==> src/rtl/nwcs_pkg.sv <==
package nwcs_pkg;

   // operation codes of a request
   localparam logic [1:0] OP_WRITE = 2'd0;
   localparam logic [1:0] OP_NEAR  = 2'd1;
   localparam logic [1:0] OP_LEVEL = 2'd2;
   localparam logic [1:0] OP_NONE  = 2'd3;

   // configuration register indexes
   localparam logic [2:0] REG_ORIGIN_X   = 3'd0;
   localparam logic [2:0] REG_ORIGIN_Z   = 3'd1;
   localparam logic [2:0] REG_CELL_SIZE  = 3'd2;
   localparam logic [2:0] REG_GRID_W     = 3'd3;
   localparam logic [2:0] REG_GRID_H     = 3'd4;
   localparam logic [2:0] REG_NEAR_RAD   = 3'd5;
   localparam logic [2:0] REG_LEVEL_RAD  = 3'd6;
   localparam logic [2:0] REG_HEIGHT_TOL = 3'd7;

   // floored quotient and non-negative remainder of the cell divider
   typedef struct packed {
      logic signed [33:0] quo;
      logic [15:0]        rem;
   } div_res_type;

endpackage

==> src/rtl/nwcs_divider.sv <==
module nwcs_divider (
   input  logic                  clock,
   input  logic                  reset,
   input  logic                  start,
   input  logic signed [32:0]    num,
   input  logic [15:0]           den,
   output logic                  done,
   output nwcs_pkg::div_res_type res
);

   logic        busy_ff, fix_ff, done_ff, neg_ff;
   logic [5:0]  cnt_ff;
   logic [32:0] dvd_ff;
   logic [15:0] rem_ff, den_ff;
   nwcs_pkg::div_res_type res_ff;
   logic [16:0] trial, diff;
   logic        ge;

   // one restoring step per cycle
   always_comb begin
      trial = {rem_ff, dvd_ff[32]};
      ge    = (trial >= {1'b0, den_ff});
      diff  = trial - {1'b0, den_ff};
   end

   always_ff @(posedge clock) begin
      if (reset) begin
         busy_ff <= 1'b0;
         fix_ff  <= 1'b0;
         done_ff <= 1'b0;
      end else begin
         done_ff <= 1'b0;
         if (start) begin
            busy_ff <= 1'b1;
            cnt_ff  <= 6'd0;
            neg_ff  <= num[32];
            dvd_ff  <= num[32] ? 33'(-num) : 33'(num);
            rem_ff  <= 16'd0;
            den_ff  <= den;
         end else if (busy_ff) begin
            rem_ff <= ge ? diff[15:0] : trial[15:0];
            dvd_ff <= {dvd_ff[31:0], ge};
            cnt_ff <= cnt_ff + 6'd1;
            if (cnt_ff == 6'd32) begin
               busy_ff <= 1'b0;
               fix_ff  <= 1'b1;
            end
         end else if (fix_ff) begin
            // round the quotient toward minus infinity
            fix_ff  <= 1'b0;
            done_ff <= 1'b1;
            if (!neg_ff) begin
               res_ff.quo <= $signed({1'b0, dvd_ff});
               res_ff.rem <= rem_ff;
            end else if (rem_ff == 16'd0) begin
               res_ff.quo <= -$signed({1'b0, dvd_ff});
               res_ff.rem <= 16'd0;
            end else begin
               res_ff.quo <= $signed(~{1'b0, dvd_ff});
               res_ff.rem <= den_ff - rem_ff;
            end
         end
      end
   end

   assign done = done_ff;
   assign res  = res_ff;

endmodule

==> config.mk <==
export PLATFORM = sky130hd
export DESIGN_NAME = nwcs_divider
export DESIGN_NICKNAME = d
export VERILOG_FILES = /design/src/rtl/nwcs_pkg.sv /design/src/rtl/nwcs_divider.sv
export SDC_FILE = /design/constraint.sdc
export NUM_CORES = 1
export LEC_CHECK = 0
export ABC_AREA = 1
export BUFFER_PORTS_ARGS = -buffer_cell sky130_fd_sc_hd__buf_2
export CORE_MARGIN = 3
export CORE_UTILIZATION = 35
export CTS_CLUSTER_DIAMETER = 80
export DETAILED_ROUTE_END_ITERATION = 16
export PLACE_DENSITY = 0.62
export SYNTH_ARGS = -nofsm -noshare
export SYNTH_HDL_FRONTEND = slang
export SYNTH_SLANG_ARGS = --single-unit
==> constraint.sdc <==
create_clock -name clock -period 9.7 [get_ports clock]
set_input_delay 0.485 -clock clock [delete_from_list [all_inputs] [get_ports clock]]
set_output_delay 0.485 -clock clock [all_outputs]
set_load 0.02 [all_outputs]
# Word level (Yosys, flattened, before mapping)
# Cells that the tools add are included.
[classes] add_sub_neg=5 mul=0 div=0 n_lt_le_gt_ge=1 eq_ne=2 shift=0 muxes=14 bitwise=4 reduce_logical=7
[ops] operator="33-bit two-way mux" count=3
[ops] operator="50-bit two-way mux" count=1
[ops] operator="49-bit two-way mux" count=1
[ops] operator="33-bit negator with 34-bit output" count=1
[ops] operator="33-bit inverter with 34-bit output" count=1
[ops] operator="33-bit negator" count=1
[ops] operator="16-bit two-way mux" count=2
[ops] operator="16-bit subtractor" count=2
[ops] operator="17-bit by 16-bit greater-or-equal comparator with 1-bit output" count=1
[ops] operator="16-bit zero test" count=1
[ops] operator="6-bit by 1-bit adder with 6-bit output, second input constant" count=1
[ops] operator="6-bit == test, second input constant" count=1
[ops] operator="1-bit two-way mux" count=6
[ops] operator="6-bit two-way mux" count=1
[ops] operator="2-bit AND reduction" count=3
[ops] operator="4-bit AND reduction" count=1
[ops] operator="1-bit inverter" count=3
[ops] operator="3-bit OR reduction" count=1
[ops] operator="2-bit by 1-bit inequality test with 1-bit output, second input constant" count=1
[ops] operator="2-bit nonzero test" count=1
[word_totals] reg_bits=125 latch_bits=0 mem_bits_rw=0 romBits=0 input_bits=52 output_inout_bits=51 memories=0

# Depth between registers and ports, before layout
# Gate-level depths: netlist of the first run.
[depth] depth_word=4 ltp_mapped=15 depth_no_buf=13

# Least setup slack after synthesis of the first run
# Ideal clock, no wire load.
[synth_path] kind="input -> register" startpoint="in start" endpoint="reg res_ff, in the netlist res[0], enable pin" setup_time_ns=0.582 t_arrival_ns=5.487 t_required_ns=9.118 setup_slack_ns=3.631 stages=2 n_path_buf=1 cell_sequence="buf_4 nor4_1"
[synth_between] elab_chain_cells=2
[synth_rtl] item="start, declared" line="nwcs_divider.sv:4" rtl="input logic start,"
[synth_rtl] item="1-bit inverter (no source line)"
[synth_rtl] item="4-bit AND reduction (no source line)"
[synth_rtl] item="end, declared" line="nwcs_divider.sv:15" rtl="nwcs_pkg::div_res_type res_ff;"
# Every way passes these cells.
# A chain may end at the register's enable or synchronous reset.

# Worst setup path in the final report of the first run
[layout_path] startpoint="reg rem_ff[14]" endpoint="reg res_ff, in the netlist res[8] (data pin)"
[layout_between] elab_chain_cells=3
[layout_rtl] item="start, declared" line="nwcs_divider.sv:14" rtl="logic [15:0] rem_ff, den_ff;"
[layout_rtl] item="start signal, assigned" line="nwcs_divider.sv:41" rtl="rem_ff <= ge ? diff[15:0] : trial[15:0];"
[layout_rtl] item="16-bit zero test" line="nwcs_divider.sv:55" rtl="end else if (rem_ff == 16'd0) begin"
[layout_rtl] item="50-bit two-way mux" line="nwcs_divider.sv:55"
[layout_rtl] item="49-bit two-way mux" line="nwcs_divider.sv:52" rtl="if (!neg_ff) begin"
# Every way passes these cells.

==> results of run 1 <==
==> flip-flops by register name, summed over array words and instances (netlist names) <==
signal   flops
busy_ff      1
done         1
fix_ff       1
neg_ff       1
rem_ff      16
den_ff      16
cnt_ff       6
dvd_ff      33
res         50
==> cell type report <==
cell class,instances,share of cell area [%]
clock buffer,18,4.24
tap,324,4.00
sequential,125,36.8
inverter,152,5.64
clock inverter,14,1.50
multi-input combinational,850,42.4
timing repair buffer,107,5.41
==> layer usage <==
layer | GRT usage [%] | up-vias | wire (um)
met5 | 0 | - | 0
met1 | 27.4 | 3523 | 11900
met3 | 3.63 | 28 | 1810
met2 | 25.2 | 257 | 9830
li1 | - | 3975 | -
met4 | 5.04 | 0 | 382
==> worst paths after layout <==
| kind | end | from | slack, ns | cells past startpoint |
|---|---|---|---|---|
| max | res[8]$_DFFE_PP_ | rem_ff[14]$_SDFFCE_PP0P_ | 7.34 | 8 |
| min | den_ff[12]$_DFFE_PP_ | den[12] | 0.24 | 1 |
| max reg2reg | res[8]$_DFFE_PP_ | rem_ff[14]$_SDFFCE_PP0P_ | 7.34 | 8 |
| min reg2reg | done$_SDFF_PP0_ | fix_ff$_SDFFE_PP0P_ | 0.51 | 2 |
==> power by group through the flow <==
| stage | registers (W) | clock network [W] | logic (W) |
|---|---|---|---|
| after floorplan | 0.000664 | 0 | 0.000254 |
| after global placement | 0.000679 | 0 | 0.000336 |
| after detailed placement | 0.000680 | 0 | 0.000340 |
| after CTS | 0.000669 | 0.000642 | 0.000342 |
| after global routing | 0.000672 | 0.000668 | 0.000393 |
| final | 0.000670 | 0.000633 | 0.000343 |
==> stage by stage <==
step                instances  hold WS, ns  cell area (um2)  util, %
global route             1590        0.225            10100     41.5
floorplan                1151        0.435             8700        -
detailed placement       1558        0.498             9540     39.1
CTS                      1590        0.220            10100     41.5
finish                   1590        0.238            10100     41.5
global placement         1558        0.481             9540     39.1
==> worst register-to-register path, cell delays in order (launching register included) <==
cell      delay [ns]
edfxtp_1        0.53
nor2_1          0.14
nand2_1         0.10
nor2_2          0.18
nand2_2         0.15
nand2_1         0.35
clkinv_1        0.39
o21ai_0         0.18
o22ai_1         0.08
==> placed cells by master, fill, tap and decap left out, types with 11 or more instances in the layout <==
cell type and count:
o21ai_0 58, xnor2_1 11, nand4_1 19, nand2_1 363
xor2_1 34, nor2_1 124, edfxtp_1 122, clkbuf_16 17
buf_2 102, ha_1 35, inv_1 148, a21oi_1 37
nand3_1 93
==> cells by family (layout without fill, tap and decap cells) <==
| logic type | after synthesis | in the layout | share of synthesized area [%] |
|---|---|---|---|
| compound gates | 122 | 122 | 7.65 |
| xor+xnor | 45 | 45 | 4.53 |
| fa+ha+maj | 37 | 37 | 5.49 |
| buf+inv | 176 | 291 | 7.95 |
| flops | 125 | 125 | 42.8 |
| simple gates | 646 | 646 | 31.6 |
==> flow_metrics.env, run 1 <==
export IMPL_clk_pin_slew_ns=0.06
export IMPL_crit_fanout=11
export IMPL_grt_overflow_total=0
export IMPL_yosysTopAreaCellShare_pct=42.1
export IMPL_fin_setup_tns_ns=0
export IMPL_num_rows=57
export IMPL_synth_seq_cells=125
export IMPL_place_hpwl_um=18500
export IMPL_ir_drop_mv=0.119
export IMPL_cts_tree="yes"
export IMPL_clock_power_share_pct=38.5
export IMPL_netlist_instances=1151
export IMPL_hold_viol_final=0
export IMPL_post_place_ws_ns=7.01
export IMPL_viasPerCell=4.89
export IMPL_synth_fp_nets=1240
export IMPL_outcome="finished, final reports clean"
export IMPL_regArea_um2=3720
export IMPL_core_area_um2=24400
export IMPL_ant_nets=0
export IMPL_die_x_um=164
export IMPL_wire_per_inst_um=15.0
export IMPL_numCtsBuffers=17
export IMPL_critPathMaxStageDelay_ns=0.53
export IMPL_cpLargestDelayFamily="simple AND/OR/NAND/NOR gates"
export IMPL_timing_final_crit_share_pct=24.3
export IMPL_synth_area_top_cells="edfxtp_1 (42%), nand2_1 (16%), inv_1 (6.4%), nor2_1 (5.4%), nand3_1 (5.4%)"
export IMPL_min_period_ns=2.36
export IMPL_fp_dieH_um=164
export IMPL_critPathArrivalTime_ns=2.52
export IMPL_initial_utilization_pct=35.7
export IMPL_worstSetupStartpointType="register"
export IMPL_grt_max_degree=51
export IMPL_die_area_um2=26800
export IMPL_cts_sinks=125
export IMPL_grt_pass1_wl_um=37300
export IMPL_p_total_w=0.00165
export IMPL_hold_path_class="in2reg"
export IMPL_clock_fmax_mhz=424
export IMPL_drv_slew=0
export IMPL_cts_root_buf="clkbuf_16"
export IMPL_synth_most_common_cell="nand2_1"
export IMPL_finClkSkew_ns=0.00779
export IMPL_leakage_nw=4.69
export IMPL_finalSetupViolCount=0
export IMPL_drt_first_iter_violations=672
export IMPL_fin_nets=1342
export IMPL_yosysSeqAreaShare_pct=42.8
export IMPL_slew_headroom_pct=48.7
export IMPL_p_int_w=0.00115
export IMPL_wirelength_um=23900
export IMPL_power_density_nw_per_um2=163
export IMPL_firstDrtPassIters=5
export IMPL_cts_buffer_depth=2
export IMPL_io_pins=103
export IMPL_nFillCells=2571
export IMPL_diodes=0
export IMPL_cp_end_kind="register"
export IMPL_swShare_pct=30.0
export IMPL_synth_area_leader_cell="edfxtp_1"
export IMPL_yosysWarnings=0
export IMPL_syn2layout_area_growth_pct=16.4
export IMPL_combPwrFrac_pct=20.9
export IMPL_ys_flop_type="edfxtp_1"
export IMPL_antenna_found_initial=0
export IMPL_worstSkewPairLatency_ns=0.42
export IMPL_synth_edff_count=122
export IMPL_syn_cell_area_um2=8700
export IMPL_synth_commonest_cells="nand2_1 (363), inv_1 (148), nor2_1 (125), edfxtp_1 (122), nand3_1 (93)"
export IMPL_path_cells="nor2_1 > nand2_1 > nor2_2 > nand2_2 > nand2_1 > clkinv_1 > o21ai_0 > o22ai_1"
export IMPL_pwr_share_seq_pct=40.7
export IMPL_async_flop_share_pct=0
export IMPL_required_ns=9.86
export IMPL_post_cts_buffers=0
export IMPL_drc_errors=0
export IMPL_grt_pass1_vias=6883
export IMPL_setup_slack_ns=7.34
export IMPL_rsz0062_at_grt="no"
export IMPL_grt_usage_pct=17.9
export IMPL_p_switching_w=0.000494
export IMPL_path_buf_inv=1
export IMPL_cts_resized=0
export IMPL_crit_type="reg2reg"
export IMPL_multi_input_area_um2=4300
export IMPL_syn_area_per_cell_um2=7.56
export IMPL_cap_violations=0
export IMPL_worst_pin_slew_ns=0.769
export IMPL_cpMostUsedCell="nand2_1"
export IMPL_htreeDepth=4
export IMPL_portBuffers=102
export IMPL_gp_congestion=0.925
export IMPL_worst_path_max_delay_cell="edfxtp_1"
export IMPL_layout_drive_gt1_share_pct=13.0
export IMPL_vias=7783
export IMPL_hold_buffers=0
export IMPL_synth_cell_types=44
(Power assumes the default switching activity.)
==> inputs of run 2 (changes only) <==
PLACE_DENSITY = 0.64   (was 0.62)
clock period = 2 ns   (was 9.7 ns; I/O delays follow)
==> flow_metrics.env, run 2 (same netlist as run 1, synthesis figures left out) <==
export IMPL_worstSkewPairLatency_ns=0.42
export IMPL_htreeDepth=4
export IMPL_drv_slew=0
export IMPL_power_density_nw_per_um2=738
export IMPL_final_common_cell="nand2_1"
export IMPL_setup_slack_ns=-0.0397
export IMPL_fin_setup_tns_ns=-0.432
export IMPL_cts_buffer_depth=2
export IMPL_cp_end_kind="register"
export IMPL_grt_pass1_wl_um=38400
export IMPL_drt_first_iter_violations=739
export IMPL_critPathArrivalTime_ns=2.22
export IMPL_cts_sinks=125
export IMPL_rsz0062_at_grt="yes"
export IMPL_vias=8352
export IMPL_worst_pin_slew_ns=0.565
export IMPL_cts_tree="yes"
export IMPL_num_rows=57
export IMPL_clock_power_share_pct=35.1
export IMPL_post_dp_cell_area_um2=10200
export IMPL_ant_nets=0
export IMPL_clock_fmax_mhz=490
export IMPL_wire_per_inst_um=14.9
export IMPL_ir_drop_mv=0.538
export IMPL_grt_overflow_total=0
export IMPL_violations="setup timing"
export IMPL_antenna_found_initial=3
export IMPL_portBuffers=102
export IMPL_layout_drive_gt1_share_pct=26.8
export IMPL_largest_reg_flops=50
export IMPL_route_met3_wl_um=1800
export IMPL_cap_violations=0
export IMPL_numCtsBuffers=17
export IMPL_io_pins=103
export IMPL_grt_usage_pct=18.0
export IMPL_hold_path_class="in2reg"
export IMPL_grt_max_degree=51
export IMPL_post_route_util_pct=48.6
export IMPL_combPwrFrac_pct=28.2
export IMPL_die_area_um2=26800
export IMPL_syn2layout_area_growth_pct=36.3
export IMPL_p_switching_w=0.00265
export IMPL_layout_common_cells="nand2_1 (339), inv_1 (132), edfxtp_1 (122), nor2_1 (114), buf_2 (102)"
export IMPL_die_x_um=164
export IMPL_finalSetupViolCount=18
export IMPL_finClkSkew_ns=0.00665
export IMPL_clk_pin_slew_ns=0.06
export IMPL_wirelength_um=25600
export IMPL_met1_length_um=12100
export IMPL_outcome="finished with violations"
export IMPL_dp_cells=1638
export IMPL_hold_viol_final=0
export IMPL_leakage_nw=5.37
export IMPL_cts_root_buf="clkbuf_16"
export IMPL_highest_layer="met5"
export IMPL_firstDrtPassIters=5
export IMPL_timing_final_crit_share_pct=102
export IMPL_p_int_w=0.00610
export IMPL_wl_met2_um=11200
export IMPL_instances_no_fill=1713
export IMPL_gp_congestion=0.928
export IMPL_required_ns=2.18
export IMPL_worstSetupStartpointType="register"
export IMPL_drc_errors=0
export IMPL_slew_headroom_pct=62.1
export IMPL_crit_fanout=7
export IMPL_p_total_w=0.00875
export IMPL_stdcell_area_um2=11900
export IMPL_fp_dieH_um=164
export IMPL_grt_pass1_vias=7467
export IMPL_min_period_ns=2.04
export IMPL_pwr_share_seq_pct=36.7
export IMPL_nFillCells=2335
export IMPL_viasPerCell=4.88
export IMPL_fin_nets=1464
export IMPL_crit_type="reg2reg"
export IMPL_initial_utilization_pct=35.7
export IMPL_place_hpwl_um=18800
export IMPL_swShare_pct=30.3
export IMPL_core_area_um2=24400
-- run 2: cell count changes in the layout (fill, tap and decap cells not counted), moves of 19 or more --
cell           previous run  this run
buf_4                     5        93
dlygate4sd3_1             0        19
ha_1                     35         7
ha_4                      0        27
nand2_1                 363       339
nand2_2                   6        25
-- run 2: area by class of cell --
class | instances | area (um2) | share of cell area, %
clock inverter | 14 | 151 | 1.28
timing repair buffer | 228 | 1610 | 13.6
multi-input combinational | 851 | 4960 | 41.8
antenna | 1 | 2.50 | 0.0211
clock buffer | 18 | 429 | 3.62
sequential | 125 | 3720 | 31.4
tap | 324 | 405 | 3.42
inverter | 152 | 572 | 4.82
-- run 2: worst max-delay path: stages, from the launching register on --
cell	delay (ns)
edfxtp_1	0.52
ha_4	0.23
a21oi_1	0.18
o21a_1	0.20
nand2_2	0.09
nor2_4	0.16
nand2_8	0.11
buf_12	0.15
nand3_1	0.08
nand2_1	0.06
-- run 2: worst paths after layout --
| check | from | to | slack [ns] | cells past startpoint |
|---|---|---|---|---|
| worst max register to register | rem_ff[12]$_SDFFCE_PP0P_ | rem_ff[10]$_SDFFCE_PP0P_ | -0.04 | 9 |
| worst min register to register | busy_ff$_SDFF_PP0_ | fix_ff$_SDFFE_PP0P_ | 0.60 | 2 |
| worst min-delay path | num[23] | dvd_ff[23]$_DFFE_PP_ | 0.1 | 3 |
| worst max-delay path | rem_ff[12]$_SDFFCE_PP0P_ | rem_ff[10]$_SDFFCE_PP0P_ | -0.04 | 9 |
-- run 2: what timing repair did --
action,in CTS,in global routing
cloned,0,2
endpoints found under the setup margin,26,54
endpoints found under the hold margin,18,0
pin swaps,5,31
buffers inserted,4,17
hold buffers,19,0
resized for setup,33,112
-- run 2: stage by stage --
| stage | setup WS, ns | hold slack, ns |
|---|---|---|
| floorplan | -0.433 | 0.165 |
| global placement | -0.149 | 0.276 |
| detailed placement | -0.149 | 0.279 |
| CTS | -0.0186 | 0.0790 |
| global route | -0.134 | 0.0977 |
| finish | -0.0397 | 0.0950 |
-- run 2: power by group through the flow --
stage | Sequential [W] | Clock, W | Combinational [W]
after CTS | 0.00320 | 0.00312 | 0.00208
final | 0.00321 | 0.00307 | 0.00247
after detailed placement | 0.00325 | 0 | 0.00192
after global routing | 0.00322 | 0.00322 | 0.00272
after floorplan | 0.00322 | 0 | 0.00124
after global placement | 0.00325 | 0 | 0.00191
-- run 2: metal layers --
layer | vias to the layer above | track usage [%]
li1 | 4222 | -
met4 | 4 | 5.04
met2 | 270 | 27.0
met3 | 29 | 3.58
met1 | 3827 | 26.4
met5 | - | 0
==> inputs of run 3 (changes only) <==
ABC_AREA = 0   (was 1)
PLACE_DENSITY = 0.65   (was 0.64)
==> flow_metrics.env, run 3 <==
export IMPL_outcome="finished with violations"
export IMPL_violations="setup timing"
export IMPL_cts_tree="yes"
export IMPL_grt_pass1_vias=7189
export IMPL_synth_area_leader_cell="edfxtp_1"
export IMPL_required_ns=2.18
export IMPL_core_area_um2=22000
export IMPL_cp_end_kind="register"
export IMPL_syn_area_per_cell_um2=10.2
export IMPL_async_flop_share_pct=0
export IMPL_synthMuxAreaShare_pct=0.970
export IMPL_synth_xor_area_share_pct=8.91
export IMPL_synth_top_family_by_area="compound AO/OA/AOI/OAI gates"
export IMPL_yosys_area_share_simple_pct=15.7
export IMPL_critPathArrivalTime_ns=2.69
export IMPL_cts_sinks=125
export IMPL_whs_ns=0.0451
export IMPL_layout_common_cells="buf_4 (211), edfxtp_1 (122), buf_2 (102), nor2_1 (63), a21oi_1 (57)"
export IMPL_yosysTopAreaCellShare_pct=46.6
export IMPL_numCtsBuffers=17
export IMPL_syn_cell_area_um2=7870
export IMPL_holdPathEnd="dvd_ff[0]$_DFFE_PP_"
export IMPL_syn2layout_area_growth_pct=59.2
export IMPL_hold_path_depth=3
export IMPL_nFillCells=1721
export IMPL_wirelength_um=25000
export IMPL_clock_fmax_mhz=398
export IMPL_post_place_ws_ns=-0.488
export IMPL_largest_reg_flops=50
export IMPL_synth_commonest_cells="edfxtp_1 (122), a21oi_1 (71), nor2_1 (66), nand2_1 (52), xnor2_1 (52)"
export IMPL_hold_path_class="in2reg"
export IMPL_leakage_nw=5.03
export IMPL_r2r_end="res[47]$_DFFE_PP_"
export IMPL_synth_most_common_cell="edfxtp_1"
export IMPL_fin_nets=1230
export IMPL_io_pins=103
export IMPL_timing_final_crit_share_pct=126
export IMPL_grt_overflow_total=0
export IMPL_hp_start="num[0]"
export IMPL_htreeDepth=4
export IMPL_pwr_share_seq_pct=33.9
export IMPL_portBuffers=102
export IMPL_viasPerCell=5.32
export IMPL_cts_root_buf="clkbuf_16"
export IMPL_cap_violations=0
export IMPL_instances_no_fill=1434
export IMPL_synth_cell_types=64
export IMPL_p_switching_w=0.00305
export IMPL_swShare_pct=32.6
export IMPL_regToRegStartpoint="dvd_ff[7]$_DFFE_PP_"
export IMPL_worstSetupStartpointType="register"
export IMPL_drt_first_iter_violations=613
export IMPL_yosysWarnings=0
export IMPL_crit_fanout=6
export IMPL_layout_drive_gt1_share_pct=47.7
export IMPL_antenna_found_initial=1
export IMPL_ys_flop_type="edfxtp_1"
export IMPL_slew_headroom_pct=70.8
export IMPL_ant_nets=0
export IMPL_finClkSkew_ns=0.0114
export IMPL_ir_drop_mv=0.522
export IMPL_worst_pin_slew_ns=0.432
export IMPL_fp_dieH_um=156
export IMPL_ff2ff_path_depth=6
export IMPL_critPathMaxStageDelay_ns=0.57
export IMPL_synth_compound_area_share_pct=17.5
export IMPL_clock_power_share_pct=32.9
export IMPL_gp_congestion=0.893
export IMPL_wire_per_inst_um=17.5
export IMPL_min_period_ns=2.51
export IMPL_place_hpwl_um=17200
export IMPL_drv_slew=0
export IMPL_worstSkewPairLatency_ns=0.44
export IMPL_firstDrtPassIters=5
export IMPL_cts_buffer_depth=2
export IMPL_fin_setup_tns_ns=-18.84
export IMPL_final_common_cell="buf_4"
export IMPL_vias=7622
export IMPL_diodes=0
export IMPL_initial_utilization_pct=35.8
export IMPL_synth_area_top_cells="edfxtp_1 (47%), xnor2_1 (5.8%), ha_1 (5.6%), a21oi_1 (4.5%), nor2_1 (3.1%)"
export IMPL_die_area_um2=24300
export IMPL_setup_slack_ns=-0.512
export IMPL_worst_path_max_delay_cell="or4_4"
export IMPL_power_density_nw_per_um2=749
export IMPL_path_cells="or4_4 > nor4b_4 > or4b_4 > nand2b_4 > o31ai_2 > xnor2_1"
export IMPL_crit_type="reg2reg"
export IMPL_netlist_instances=774
export IMPL_hold_viol_final=0
export IMPL_dp_cells=1344
export IMPL_synth_edff_count=122
export IMPL_die_x_um=156
export IMPL_clk_pin_slew_ns=0.06
export IMPL_yosysSeqAreaShare_pct=47.3
export IMPL_grt_max_degree=71
export IMPL_startpoint="dvd_ff[7]$_DFFE_PP_"
export IMPL_drc_errors=0
export IMPL_synth_seq_cells=125
export IMPL_num_rows=54
export IMPL_r2r_slack_ns=-0.51
export IMPL_synth_fp_nets=863
export IMPL_rsz0062_at_grt="yes"
export IMPL_combPwrFrac_pct=33.1
export IMPL_finalSetupViolCount=59
export IMPL_grt_pass1_wl_um=37500
export IMPL_grt_usage_pct=19.4
export IMPL_synthAdderAreaFrac_pct=6.08
export IMPL_p_int_w=0.00633
-- run 3: changes by cell type in the layout (fill, tap and decap cells not counted), sizes merged, moves of 14 or more --
cell / delta
or3: +14
nand2: -318
nor2: -72
inv: -92
xnor2: +41
buf: +149
o31ai: +19
a21oi: +32
nand3: -74
-- run 3: logic make-up (layout without fill, tap and decap cells) --
family	count (synthesis)	in the layout
compound gates	213	214
xor+xnor	80	80
fa+ha+maj	37	37
buf+inv	75	454
flops	125	125
mux	7	7
simple gates	237	237
-- run 3: area by class of cell --
cell class,count,area (um2),share of cell area [%]
inverter,48,184,1.47
clock inverter,15,163,1.30
timing repair buffer,374,2840,22.7
sequential,125,3720,29.7
clock buffer,17,425,3.40
tap,280,350,2.80
multi-input combinational,575,4830,38.6
-- run 3: how the worst max path moves through the flow --
stage,end,slack (ns),cells past startpoint
3_3_place_gp,res[41]$_DFFE_PP_,-0.44,6
6_report,res[47]$_DFFE_PP_,-0.51,6
5_1_grt,res[47]$_DFFE_PP_,-0.59,6
4_1_cts,res[41]$_DFFE_PP_,-0.44,6
3_5_place_dp,res[41]$_DFFE_PP_,-0.49,6
2_1_floorplan,res[0]$_DFFE_PP_,-0.47,3
-- run 3: critical path, delay by kind of cell (launching register included) --
| family | cells | cell delay [ns] |
|---|---|---|
| xor gates and xnor gates | 1 | 0.10 |
| and+or+nand+nor | 4 | 1.55 |
| AOI/OAI and AO/OA | 1 | 0.23 |
| DFF | 1 | 0.39 |
-- run 3: routing by layer --
layer / track usage (%) / share of wire [%] / routed length (um)
met5: 0 / 0.052 / 13
met2: 31.6 / 48 / 12100
met4: 5.51 / 2.2 / 559
met1: 26.5 / 44 / 10900
met3: 3.94 / 5.6 / 1410
-- run 3: what timing repair did --
item	in CTS	in global routing
gates resized for setup	109	48
hold endpoints to repair	17	0
setup buffers	22	19
endpoints found under the setup margin	61	64
cloned	1	0
hold buffers	17	0
pin swaps	55	46
-- run 3: power groups by stage --
stage | Combinational, W | Clock, W | Sequential (W)
after global routing | 0.00334 | 0.00322 | 0.00320
after CTS | 0.00281 | 0.00310 | 0.00318
after floorplan | 0.00143 | 0 | 0.00325
after detailed placement | 0.00246 | 0 | 0.00323
final | 0.00311 | 0.00309 | 0.00319
after global placement | 0.00242 | 0 | 0.00322
-- run 3: through the flow --
stage	util, %	total power [W]	cell area [um2]
2_1_floorplan	-	0.00467	8250
3_3_place_gp	48.4	0.00564	10600
3_5_place_dp	48.4	0.00569	10600
4_1_cts	55.2	0.00909	12100
5_1_grt	57.0	0.00975	12500
6_report	57.0	0.00938	12500
